## config.mk

```make
export PLATFORM = sky130hd
export DESIGN_NAME = ascii_to_morse_keyer
export DESIGN_NICKNAME = d
export VERILOG_FILES = /design/src/rtl/core/amk_pkg.sv /design/src/rtl/core/ascii_to_morse_keyer.sv /design/src/rtl/core/amk_decode.sv
export SDC_FILE = /design/constraint.sdc
export NUM_CORES = 1
export LEC_CHECK = 0
export CAP_MARGIN = 20
export CORE_ASPECT_RATIO = 0.6
export CORE_MARGIN = 2
export CORE_UTILIZATION = 60
export CTS_CLUSTER_DIAMETER = 150
export CTS_CLUSTER_SIZE = 28
export DETAILED_ROUTE_END_ITERATION = 10
export DONT_BUFFER_PORTS = 1
export GPL_TIMING_DRIVEN = 0
export PLACE_DENSITY = 0.74
export SLEW_MARGIN = 0
export SYNTH_ARGS = -nofsm -noshare
export SYNTH_HDL_FRONTEND = slang
export SYNTH_SLANG_ARGS = --single-unit
```

## constraint.sdc

```tcl
create_clock -name clk -period 8.9 [get_ports clk]
set_clock_uncertainty 0.15 [all_clocks]
set_input_delay 1.335 -clock clk [delete_from_list [all_inputs] [get_ports clk]]
set_output_delay 1.335 -clock clk [all_outputs]
set_load 0.05 [all_outputs]
```

## src/rtl/core/amk_pkg.sv

```systemverilog
// Shared types, codes and the Morse lookup table for the ASCII to Morse keyer.
package amk_pkg;

    localparam int UNIT_W = 16;
    localparam int MARK_W = 18;
    localparam int GAP_W  = 19;
    localparam int SYM_W  = 7;
    localparam int CNT_W  = 3;

    localparam logic [UNIT_W-1:0] UNIT_RESET = 16'd100;
    localparam logic [6:0]        SPACE_CODE = 7'h20;

    typedef enum logic [1:0] {
        KIND_DOT  = 2'd0,
        KIND_DASH = 2'd1,
        KIND_WORD = 2'd2
    } kind_t;

    // Decoded character: symbols left-aligned, sent from bit 6 down.
    typedef struct packed {
        logic             is_space;
        logic [CNT_W-1:0] count;
        logic [SYM_W-1:0] syms;
    } amk_dec_t;

    // bit 7 = padding polarity, bits 6..0 = padded symbols (1 dash, 0 dot)
    localparam logic [7:0] MORSE_TABLE [128] = '{
        8'h00, 8'h00, 8'h00, 8'h00, 8'hC5, 8'h00, 8'h00, 8'h00,
        8'h00, 8'h00, 8'hF5, 8'h11, 8'h00, 8'h00, 8'h00, 8'h00,
        8'h00, 8'h00, 8'h00, 8'h00, 8'h00, 8'h00, 8'h00, 8'hEA,
        8'h00, 8'h00, 8'h00, 8'h00, 8'h00, 8'h00, 8'h00, 8'h00,
        8'h00, 8'h2B, 8'hD2, 8'h00, 8'h00, 8'h00, 8'hE8, 8'hDE,
        8'h16, 8'h2D, 8'h00, 8'hEA, 8'h33, 8'h21, 8'hD5, 8'h12,
        8'h1F, 8'hEF, 8'hE7, 8'hE3, 8'hE1, 8'hE0, 8'h10, 8'h18,
        8'h1C, 8'h1E, 8'h38, 8'h00, 8'h00, 8'h11, 8'h00, 8'hCC,
        8'hDA, 8'hFD, 8'h08, 8'h0A, 8'h04, 8'hFE, 8'hF2, 8'h06,
        8'hF0, 8'hFC, 8'hF7, 8'h05, 8'hF4, 8'h03, 8'h02, 8'h07,
        8'hF6, 8'h0D, 8'hFA, 8'hF8, 8'h01, 8'hF9, 8'hF1, 8'hFB,
        8'h09, 8'h0B, 8'h0C, 8'hF5, 8'hEA, 8'hE8, 8'h45, 8'h11,
        8'hC5, 8'hFD, 8'h08, 8'h0A, 8'h04, 8'hFE, 8'hF2, 8'h06,
        8'hF0, 8'hFC, 8'hF7, 8'h05, 8'hF4, 8'h03, 8'h02, 8'h07,
        8'hF6, 8'h0D, 8'hFA, 8'hF8, 8'h01, 8'hF9, 8'hF1, 8'hFB,
        8'h09, 8'h0B, 8'h0C, 8'h00, 8'h00, 8'h00, 8'h00, 8'h00
    };

endpackage

```

## src/rtl/core/ascii_to_morse_keyer.sv

```systemverilog
// Top level of the ASCII to Morse keyer: input stage, decode stage, emitter, output register.
//
// A character is taken when start is high and busy is low. It passes the input register,
// the decode register, the emitter and the output register; its first symbol beat is marked
// on the result ports by symbol_strobe for one cycle, and the remaining symbols follow on
// consecutive cycles, the final one flagged by last. A space gives one word-gap beat; a
// character with no Morse form gives none. The emitter sends one symbol per cycle and sets
// the sustained rate; the two stages in front of it keep accepting until they are full, then
// busy rises. Results cannot be held off. The user must write unit_ms through cfg_we /
// cfg_data only while no character is in flight; the block itself does not enforce this.
module ascii_to_morse_keyer
    import amk_pkg::*;
(
    input  logic              clk,
    input  logic              rst_n,
    input  logic              start,
    output logic              busy,
    input  logic [7:0]        ascii_code,
    input  logic              cfg_we,
    input  logic [UNIT_W-1:0] cfg_data,
    output logic              symbol_strobe,
    output logic [1:0]        symbol_kind,
    output logic [MARK_W-1:0] mark_ms,
    output logic [GAP_W-1:0]  gap_ms,
    output logic              last
);

    logic              unit_reg_en;
    logic [UNIT_W-1:0] unit_reg;
    logic [MARK_W-1:0] unit3_reg;
    logic [GAP_W-1:0]  unit7_reg;

    logic              s1_valid_reg;
    logic [6:0]        s1_ch_reg;
    logic              s2_valid_reg;
    amk_dec_t          s2_dec_reg;
    amk_dec_t          s1_dec;

    logic [CNT_W-1:0]  s3_cnt_reg;
    logic [CNT_W-1:0]  s3_cnt_next;
    logic [SYM_W-1:0]  s3_sym_reg;
    logic [SYM_W-1:0]  s3_sym_next;
    logic              s3_space_reg;
    logic              s3_space_next;

    logic              strobe_reg;
    kind_t             kind_reg;
    kind_t             kind_next;
    logic [MARK_W-1:0] mark_reg;
    logic [MARK_W-1:0] mark_next;
    logic [GAP_W-1:0]  gap_reg;
    logic [GAP_W-1:0]  gap_next;
    logic              last_reg;

    logic accept;
    logic s3_load;
    logic s2_take;
    logic emit;

    assign unit_reg_en = cfg_we;

    always_ff @(posedge clk or negedge rst_n)
    begin
        if (!rst_n)
        begin
            unit_reg  <= UNIT_RESET;
            unit3_reg <= MARK_W'(UNIT_RESET) * MARK_W'(3);
            unit7_reg <= GAP_W'(UNIT_RESET) * GAP_W'(7);
        end
        else
        begin
            if (unit_reg_en)
            begin
                unit_reg <= cfg_data;
            end
            unit3_reg <= {1'b0, unit_reg, 1'b0} + MARK_W'(unit_reg);
            unit7_reg <= {unit_reg, 3'b000} - GAP_W'(unit_reg);
        end
    end

    // flow control
    assign emit    = (s3_cnt_reg != '0);
    assign s3_load = (s3_cnt_reg <= CNT_W'(1));
    assign s2_take = !s2_valid_reg || s3_load;
    assign busy    = s1_valid_reg && !s2_take;
    assign accept  = start && !busy;

    always_ff @(posedge clk or negedge rst_n)
    begin
        if (!rst_n)
        begin
            s1_valid_reg <= 1'b0;
            s2_valid_reg <= 1'b0;
        end
        else
        begin
            if (s2_take)
            begin
                s2_valid_reg <= s1_valid_reg;
            end
            if (!busy)
            begin
                s1_valid_reg <= accept;
            end
        end
    end

    always_ff @(posedge clk)
    begin
        if (accept)
        begin
            s1_ch_reg <= ascii_code[6:0];
        end
        if (s2_take && s1_valid_reg)
        begin
            s2_dec_reg <= s1_dec;
        end
    end

    amk_decode u_decode
    (
        .ch  (s1_ch_reg),
        .dec (s1_dec)
    );

    // emitter: one symbol per beat from bit 6
    always_comb
    begin
        if (s3_load)
        begin
            s3_cnt_next   = s2_valid_reg ? s2_dec_reg.count : '0;
            s3_sym_next   = s2_dec_reg.syms;
            s3_space_next = s2_dec_reg.is_space;
        end
        else
        begin
            s3_cnt_next   = s3_cnt_reg - CNT_W'(1);
            s3_sym_next   = s3_sym_reg << 1;
            s3_space_next = s3_space_reg;
        end
    end

    always_ff @(posedge clk or negedge rst_n)
    begin
        if (!rst_n)
        begin
            s3_cnt_reg <= '0;
            strobe_reg <= 1'b0;
        end
        else
        begin
            s3_cnt_reg <= s3_cnt_next;
            strobe_reg <= emit;
        end
    end

    always_ff @(posedge clk)
    begin
        s3_sym_reg   <= s3_sym_next;
        s3_space_reg <= s3_space_next;
    end

    always_comb
    begin
        if (s3_space_reg)
        begin
            kind_next = KIND_WORD;
            mark_next = '0;
            gap_next  = unit7_reg;
        end
        else if (s3_sym_reg[SYM_W-1])
        begin
            kind_next = KIND_DASH;
            mark_next = unit3_reg;
            gap_next  = GAP_W'(unit_reg);
        end
        else
        begin
            kind_next = KIND_DOT;
            mark_next = MARK_W'(unit_reg);
            gap_next  = GAP_W'(unit_reg);
        end
    end

    always_ff @(posedge clk)
    begin
        if (emit)
        begin
            kind_reg <= kind_next;
            mark_reg <= mark_next;
            gap_reg  <= gap_next;
            last_reg <= (s3_cnt_reg == CNT_W'(1));
        end
    end

    assign symbol_strobe = strobe_reg;
    assign symbol_kind   = kind_reg;
    assign mark_ms       = mark_reg;
    assign gap_ms        = gap_reg;
    assign last          = last_reg;

endmodule

```

## src/rtl/core/amk_decode.sv

```systemverilog
// Table lookup, padding strip and left alignment of one character's symbols.
module amk_decode
    import amk_pkg::*;
(
    input  logic [6:0] ch,
    output amk_dec_t   dec
);

    logic [7:0]       code;
    logic             pad;
    logic [CNT_W-1:0] count;

    always_comb
    begin
        code  = MORSE_TABLE[ch];
        pad   = code[7];
        count = '0;
        // highest bit differing from the padding wins
        for (int i = 0; i < SYM_W; i++)
        begin
            if (code[i] != pad)
            begin
                count = CNT_W'(i + 1);
            end
        end
    end

    always_comb
    begin
        dec.is_space = (ch == SPACE_CODE);
        if (dec.is_space)
        begin
            dec.count = CNT_W'(1);
            dec.syms  = '0;
        end
        else
        begin
            dec.count = count;
            dec.syms  = code[6:0] << (CNT_W'(SYM_W) - count);
        end
    end

endmodule

```

==> results.cfg, run 1 <==
[synthesis]
synth_common_cells = nand2_1 (83), o21ai_0 (62), edfxtp_1 (59), nor2_1 (48)
yosysWarnings = 0
synthTopCellsByArea = edfxtp_1 (25%), dfrtp_1 (15%), ha_1 (7.6%), dfstp_2 (4.7%), nand2_1 (4.3%)
netlist_area_um2 = 7220
ys_ff_latch = 123
synth.top_cell.area_share_pct = 24.5
synth-edff-count = 59
syn_nets = 791
yosys.area.top_type = edfxtp_1
ys_seq_area_share_pct = 46.4
synthFlopType = edfxtp_1
synth.most_common_cell = nand2_1
synth_cells = 718
syn_area_per_cell_um2 = 10.1
async_flop_share_pct = 46.3
yosysUniqueCellTypes = 86

[grt]
overflow = 0
grt_pass1_wl_um = 29400
grt_use_total_pct = 29.9
grt_max_degree = 58
first_global_vias = 5409
antenna_found_initial = 0

[drt]
route.antenna.remaining_nets = 0
num_vias = 5679
via_per_inst = 6.22
routed_wirelength_um = 18700
first_pass_iters = 5
drt_iter0_drc = 562
wl_per_cell_um = 20.5
post-route-drc-count = 0

[worst_hold_path]
hp-class = flop to flop

[setup_path]
cp.required_ns = 8.89
crit_type = flop to flop
critical-path-top-delay-family = compound AO/OA/AOI/OAI gates
worstPathCellList = clkbuf_1 > inv_1 > ha_1 > and2_1 > o32a_1 > o21ai_1 > o221ai_1 > a311oi_1 > o211ai_2 > a31oi_4 > mux2i_1 > a221oi_1 > a21oi_1
crit_buf_inv = 2
arrival_ns = 4.52
crit_path_end_kind = flop
slowest_stage = edfxtp_1
worstSetupStartpointType = flop
max_stage_delay_ns = 0.51
critPathMaxFanout = 10

[finish]
final_cells = 913
final_nets = 813
fillers = 859
regArea_um2 = 3350
antennaDiodeCount = 0
drive_above_1_share_pct = 12.7
area_growth_pct = 12.6
final_area_um2 = 8140
multi_input_area_um2 = 3560

[sta]
maxSlewViolCount = 0
setup_ws_ns = 4.37
setup_tns_ns = 0
rsz0062_at_grt = false
hold_viol = 0
worst_pin_slew_ns = 0.920
setup_viol = 0
period_needed_ns = 4.53
finalCritPeriodShare_pct = 50.9
fmax_mhz = 221
slew_headroom_pct = 38.7

[clock_network]
cts_made_buffers = 17
clock_sinks = 123
clkTransAtPathRegs_ns = 0.06
postCtsSetupBuffers = 0
clk_latency_ns = 0.42
cts_hold_buf = 0
h-tree-depth = 4
cts_tree = built
cts.path.max_buffers = 2
cts_resized = 0
clock-root-buffer = clkbuf_16

[placed_design]
dpl_cell_area_um2 = 7460
finalWeightedCongestion = 1.01
dp_slack_ns = 4.48
dp_hpwl_um = 13600
dpl.cell_count = 881
port_buffers = 0

[floorplanning]
die-area_um2 = 13000
rows = 30
die_w_um = 146
initial_core_util_pct = 62.7
die_h_um = 89.0
core-area_um2 = 11500
ios = 70

[power]
total_power_mw = 3.23
powerDensity_nw_per_um2 = 397
p_leak_nw = 3.38
ir_drop_mv = 0.176

[job]
max-cap-violations = 0

[status]
outcome = completed
layout by cell type, fill, tap and decap left out, types with 6 or more instances in the layout:
cell	n
nand3_1	14
edfxtp_1	59
nor3_1	13
nor2_1	48
clkbuf_1	17
a211oi_1	7
nand2_1	83
ha_1	44
dfstp_2	13
a21oi_1	29
dfxtp_1	7
dfrtp_1	44
a21o_1	6
and2_1	12
o21ai_0	62
nor2b_1	17
o21ai_1	8
xnor2_1	25
nand2b_1	15
inv_1	36
buf_2	13
mux2i_1	23
clkbuf_16	22
report_power, final:
group          leakage (nW)  total (mW)  switching (mW)  internal (mW)
logic                  1.72        1.17           0.739          0.428
registers              1.33        1.30           0.405          0.892
clock network         0.329       0.769           0.262          0.507
total                  3.38        3.23            1.41           1.83
cell families after synthesis:
kind of cell | Yosys count | share of synthesized area (%)
AO/OA/AOI/OAI | 178 | 17.2
AND/OR/NAND/NOR | 246 | 16.9
XOR/XNOR | 28 | 3.39
buffers and inverters | 72 | 4.33
adder cells (fa/ha/maj) | 45 | 7.90
flip-flops | 123 | 46.4
multiplexers | 26 | 3.81
worst min-delay path: cells and delay by family (launching register included):
kind             cells  cell delay (ns)
DFF                  1             0.30
and+or+nand+nor      2             0.09
per-stage QoR:
step	hold slack (ns)	utilization [%]
finish	0.277	70.6
global route	0.296	70.6
CTS	0.281	70.6
detailed placement	0.264	64.7
global placement	0.255	64.4
floorplan	0.249	-
final timing paths:
kind	startpoint	slack, ns	cells after the start	end
min in group asynchronous	rst_n	0.46	0	unit3_reg[11]
worst max-delay path	s1_ch_reg[0]	4.37	13	s2_dec_reg[5]
worst min-delay path	s3_sym_reg[4]	0.28	2	s3_sym_reg[5]
max in group asynchronous	rst_n	7.92	0	unit3_reg[2]
worst max register to register	s1_ch_reg[0]	4.37	13	s2_dec_reg[5]
worst min register to register	s3_sym_reg[4]	0.28	2	s3_sym_reg[5]
metal layers:
layer | vias to the layer above | GRT usage, % | share of wire (%)
met5 | - | 0 | 0
met4 | 0 | 9.54 | 1.9
met3 | 33 | 8.21 | 9.6
met2 | 274 | 41.5 | 41
met1 | 2759 | 45.4 | 48
li1 | 2613 | - | -
area by class of cell:
class                   instances  share of cell area (%)
clock buffers                  24                    6.98
inverters                      39                    1.83
well taps                     160                    2.46
repair buffers                  3                   0.369
plain buffers                  33                    2.01
multi-input cells             523                    43.7
flip-flops and latches        123                    41.2
clock inverters                 8                    1.37
(Power assumes the default switching activity.)
==> run 2, diff against run 1 <==
==> constraint.sdc (replaced) <==
create_clock -name clk -period 4.5 [get_ports clk]
set_clock_uncertainty 0.15 [all_clocks]
set_input_delay 0.675 -clock clk [delete_from_list [all_inputs] [get_ports clk]]
set_output_delay 0.675 -clock clk [all_outputs]
set_load 0.05 [all_outputs]
==> results.cfg, run 2 (synthesis gave the netlist of run 1 again) <==
[status]
outcome = completed

[finish]
final_nets = 815
final_cells = 915
antennaDiodeCount = 0
fillers = 851
final_core_util_pct = 71.0
area_growth_pct = 13.2
final_cell_mix = nand2_1 (83), o21ai_0 (62), edfxtp_1 (59), nor2_1 (48)
final_common_cell = nand2_1
drive_above_1_share_pct = 13.1

[power]
p_int_mw = 3.62
powerDensity_nw_per_um2 = 785
p_comb_share_pct = 36.4
swShare_pct = 43.7
p_seq_share_pct = 39.9
ir_drop_mv = 0.347
power.clock.fraction_pct = 23.7
p_sw_mw = 2.81
p_leak_nw = 3.40
total_power_mw = 6.43

[setup_path]
critical-path-top-delay-family = compound AO/OA/AOI/OAI gates
max_stage_delay_ns = 0.51
worstPathCellList = clkbuf_2 > inv_1 > ha_1 > and2_1 > o32a_1 > o21ai_1 > o221ai_1 > a311oi_2 > o211ai_2 > a31oi_4 > mux2i_1 > a221oi_1 > a21oi_1
r2r_cells = 13
cp.required_ns = 4.49
crit_path_end_kind = flop
arrival_ns = 4.26
crit_buf_inv = 2
critPathMaxFanout = 10
r2r-end = s2_dec_reg[5]
worstSetupStartpointType = flop
r2r_start = s1_ch_reg[0]
slowest_stage = edfxtp_1
rrSetupSlack_ns = 0.23
crit_type = flop to flop

[sta]
rsz0062_at_grt = false
setup_viol = 0
hold_viol = 0
fmax_mhz = 234
finalCritPeriodShare_pct = 94.9
slew_headroom_pct = 35.4
setup_tns_ns = 0
period_needed_ns = 4.27
maxSlewViolCount = 0
hold_ws_ns = 0.202
worst_pin_slew_ns = 0.968

[clock_network]
clkTransAtPathRegs_ns = 0.06
cts_made_buffers = 17
clock-root-buffer = clkbuf_16
clk_latency_ns = 0.42
postCtsSetupBuffers = 0
cts.path.max_buffers = 2
h-tree-depth = 4
clock_sinks = 123
cts_tree = built

[placed_design]
dpl.cell_count = 881
port_buffers = 0
dp_hpwl_um = 13600
finalWeightedCongestion = 1.01

[drt]
drt_iter0_drc = 539
route.antenna.remaining_nets = 0
first_pass_iters = 5
via_per_inst = 6.21
wl_per_cell_um = 20.6
post-route-drc-count = 0
routed_wirelength_um = 18800
num_vias = 5679

[floorplanning]
initial_core_util_pct = 62.7
die_h_um = 89.0
rows = 30
core-area_um2 = 11500
ios = 70
die_w_um = 146
die-area_um2 = 13000

[worst_hold_path]
worstHoldStart = ascii_code[0]
whs_path_depth = 0
hp-class = input port to flop
min_to = s1_ch_reg[0]

[job]
max-cap-violations = 0

[grt]
grt_pass1_wl_um = 29600
first_global_vias = 5459
overflow = 0
grt_use_total_pct = 30.0
antenna_found_initial = 0
grt_max_degree = 58
[run 2: worst max path at each step]
stage,startpoint,end,slack [ns],cells past startpoint
2_1_floorplan,s1_ch_reg[0],s2_dec_reg[5],1.01,13
3_3_place_gp,s1_ch_reg[0],s2_dec_reg[5],0.12,13
3_5_place_dp,s1_ch_reg[0],s2_dec_reg[5],0.08,13
4_1_cts,s1_ch_reg[0],s2_dec_reg[5],0.07,13
5_1_grt,s1_ch_reg[0],s2_dec_reg[5],0.01,13
6_report,s1_ch_reg[0],s2_dec_reg[5],0.23,13
[run 2: repair_timing]
action                                 4_1_cts  5_1_grt
endpoints found under the hold margin       57        0
setup endpoints to repair                    0        6
resized for setup                            0        3
hold buffers                                 2        0
[run 2: power groups by stage]
stage	registers, mW	logic (mW)	clock network [mW]
after global routing	2.60	2.56	1.59
final	2.57	2.34	1.52
after global placement	2.58	2.16	0
after CTS	2.57	2.28	1.53
after detailed placement	2.58	2.25	0
after floorplan	2.50	1.72	0
[run 2: metrics by stage]
stage | worst slack [ns] | area, um2
3_3_place_gp | 0.119 | 7420
5_1_grt | 0.0150 | 8180
6_report | 0.228 | 8180
3_5_place_dp | 0.0801 | 7460
2_1_floorplan | 1.01 | 7220
4_1_cts | 0.0674 | 8170
[run 2: area by class of cell]
type | count | area (um2) | area share, %
Inverter | 39 | 149 | 1.82
Buffer | 33 | 165 | 2.02
Clock inverter | 8 | 111 | 1.36
Tap cell | 160 | 200 | 2.45
Sequential cell | 123 | 3350 | 41.0
Clock buffer | 24 | 568 | 6.94
Multi-Input combinational cell | 523 | 3570 | 43.6
Timing Repair Buffer | 5 | 67.6 | 0.826
[run 2: worst reg2reg max path: cells and delay by family (launching register included)]
kind,cells,cell delay (ns)
AO/OA/AOI/OAI,8,2.04
adder cells (fa/ha/maj),1,0.44
buffers and inverters,2,0.49
flip-flops,1,0.51
multiplexers,1,0.16
AND/OR/NAND/NOR,1,0.20
[run 2: metal layers]
layer	vias to the layer above	GRT usage (%)	share of wire [%]
li1	2620	-	-
met2	280	42.1	41
met3	37	8.21	9.3
met4	0	9.54	2.0
met5	-	0	0
met1	2742	45.3	48
==> run 3, diff against run 2 <==
--- a/config.mk
+++ b/config.mk
@@ -6,7 +6,7 @@
 export NUM_CORES = 1
 export LEC_CHECK = 0
 export CAP_MARGIN = 20
-export CORE_ASPECT_RATIO = 0.6
+export CORE_ASPECT_RATIO = 0.9
 export CORE_MARGIN = 2
 export CORE_UTILIZATION = 60
 export CTS_CLUSTER_DIAMETER = 150
==> results.cfg, run 3 (synthesis gave the netlist of run 1 again) <==
[clock_network]
clk_latency_ns = 0.42
cts_made_buffers = 17
clkTransAtPathRegs_ns = 0.06
clock-root-buffer = clkbuf_16
h-tree-depth = 4
cts_tree = built
clock_sinks = 123
cts.path.max_buffers = 2

[job]
max-cap-violations = 0

[floorplanning]
ios = 70
initial_core_util_pct = 60.8
die_h_um = 108
die-area_um2 = 12900
rows = 38
core-area_um2 = 11900
die_w_um = 120

[setup_path]
crit_type = flop to flop
critPathMaxFanout = 10
worstPathCellList = clkbuf_2 > inv_1 > ha_1 > and2_1 > o32a_1 > o21ai_1 > o221ai_1 > a311oi_1 > o211ai_2 > a31oi_4 > mux2i_1 > a221oi_1 > a21oi_1
critical-path-top-delay-family = compound AO/OA/AOI/OAI gates
rrSetupSlack_ns = 0.35
max_stage_delay_ns = 0.47
crit_path_end_kind = flop
path_depth = 13
worstSetupStartpointType = flop
r2r_start = s1_ch_reg[0]
slowest_stage = edfxtp_1
crit_buf_inv = 2
r2r-end = s2_dec_reg[5]
r2r_cells = 13
cp.required_ns = 4.50
crit_start = s1_ch_reg[0]
endpoint = s2_dec_reg[5]
arrival_ns = 4.16

[worst_hold_path]
whs_path_depth = 0
hp-class = input port to flop

[sta]
slew_headroom_pct = 35.4
setup_tns_ns = 0
hold_viol = 0
setup_viol = 0
period_needed_ns = 4.15
setup_ws_ns = 0.346
rsz0062_at_grt = false
worst_pin_slew_ns = 0.969
finalCritPeriodShare_pct = 92.3
fmax_mhz = 241
maxSlewViolCount = 0

[placed_design]
port_buffers = 0
dp_slack_ns = 0.240
finalWeightedCongestion = 0.938
dp_hpwl_um = 12200

[finish]
multi_input_area_um2 = 3560
drive_above_1_share_pct = 12.6
regArea_um2 = 3350
final_cell_mix = nand2_1 (83), o21ai_0 (62), edfxtp_1 (59), nor2_1 (48)
fillers = 890
final_nets = 814
antennaDiodeCount = 0
final_common_cell = nand2_1
area_growth_pct = 10.9

[status]
outcome = completed

[power]
powerDensity_nw_per_um2 = 755
ir_drop_mv = 0.654
p_leak_nw = 3.31

[drt]
routed_wirelength_um = 17600
route.antenna.remaining_nets = 0
first_pass_iters = 7
wl_per_cell_um = 19.3
num_vias = 5601
post-route-drc-count = 0
via_per_inst = 6.13
drt_iter0_drc = 444

[grt]
grt_pass1_wl_um = 28800
first_global_vias = 5590
grt_use_total_pct = 28.9
overflow = 0
antenna_found_initial = 0
grt_max_degree = 58
## run 3: changes by cell type in the layout (fill, tap and decap cells not counted), moves of 2 or more
cell / change
clkinv_4: -2
bufinv_16: -2
inv_6: +2
clkinv_1: +2
clkinv_2: +2
clkbuf_16: -5
clkinvlp_4: +3
## run 3: power by group
| part | switching (mW) | internal, mW | leakage (nW) |
|---|---|---|---|
| Combinational | 1.43 | 0.834 | 1.72 |
| Clock | 0.523 | 0.718 | 0.252 |
| Sequential | 0.773 | 1.77 | 1.33 |
| Total | 2.73 | 3.32 | 3.31 |
## run 3: worst register-to-register path: stages, from the launching register on
cell,delay (ns)
edfxtp_1,0.47
clkbuf_2,0.28
inv_1,0.16
ha_1,0.41
and2_1,0.20
o32a_1,0.32
o21ai_1,0.19
o221ai_1,0.28
a311oi_1,0.40
o211ai_2,0.17
a31oi_4,0.30
mux2i_1,0.17
a221oi_1,0.32
a21oi_1,0.07
## run 3: worst min path at each step
stage | slack, ns | from | endpoint
3_3_place_gp | 0.23 | rst_n | unit7_reg[18]
5_1_grt | 0.18 | ascii_code[1] | s1_ch_reg[1]
3_5_place_dp | 0.23 | rst_n | unit7_reg[17]
6_report | 0.19 | ascii_code[1] | s1_ch_reg[1]
4_1_cts | 0.18 | ascii_code[1] | s1_ch_reg[1]
2_1_floorplan | 0.23 | rst_n | s1_valid_reg
## run 3: layout make-up
type                            count  area share [%]
Buffer                             33            2.06
Clock buffer                       19            5.53
Clock inverter                     13            1.14
Inverter                           39            1.86
Multi-Input combinational cell    523            44.4
Sequential cell                   123            41.9
Tap cell                          160            2.50
Timing Repair Buffer                4           0.594
## run 3: stage by stage
| stage | hold WS, ns | instances | power (mW) | utilization, % | instance area, um2 |
|---|---|---|---|---|---|
| after detailed placement | 0.230 | 879 | 4.75 | 62.5 | 7430 |
| after global placement | 0.231 | 878 | 4.68 | 62.5 | 7420 |
| after global routing | 0.180 | 914 | 6.38 | 67.4 | 8010 |
| final | 0.195 | 914 | 6.05 | 67.4 | 8010 |
| after floorplan | 0.229 | 718 | 4.22 | - | 7220 |
| after CTS | 0.183 | 913 | 6.03 | 67.3 | 8000 |
## run 3: timing repair
action / 4_1_cts / 5_1_grt
gates resized for setup: 0 / 2
buffers inserted: 0 / 0
endpoints found under the hold margin: 57 / 0
hold buffers: 2 / 0
endpoints found under the setup margin: 0 / 3
## run 3: routing by layer
| layer | vias up | track usage (%) | routed length [um] | part of all wire (%) |
|---|---|---|---|---|
| li1 | 2608 | - | - | - |
| met4 | 0 | 11.7 | 414 | 2.3 |
| met3 | 34 | 7.28 | 1110 | 6.3 |
| met5 | - | 0 | 0 | 0 |
| met1 | 2717 | 36.9 | 7500 | 43 |
| met2 | 242 | 47.6 | 8620 | 49 |
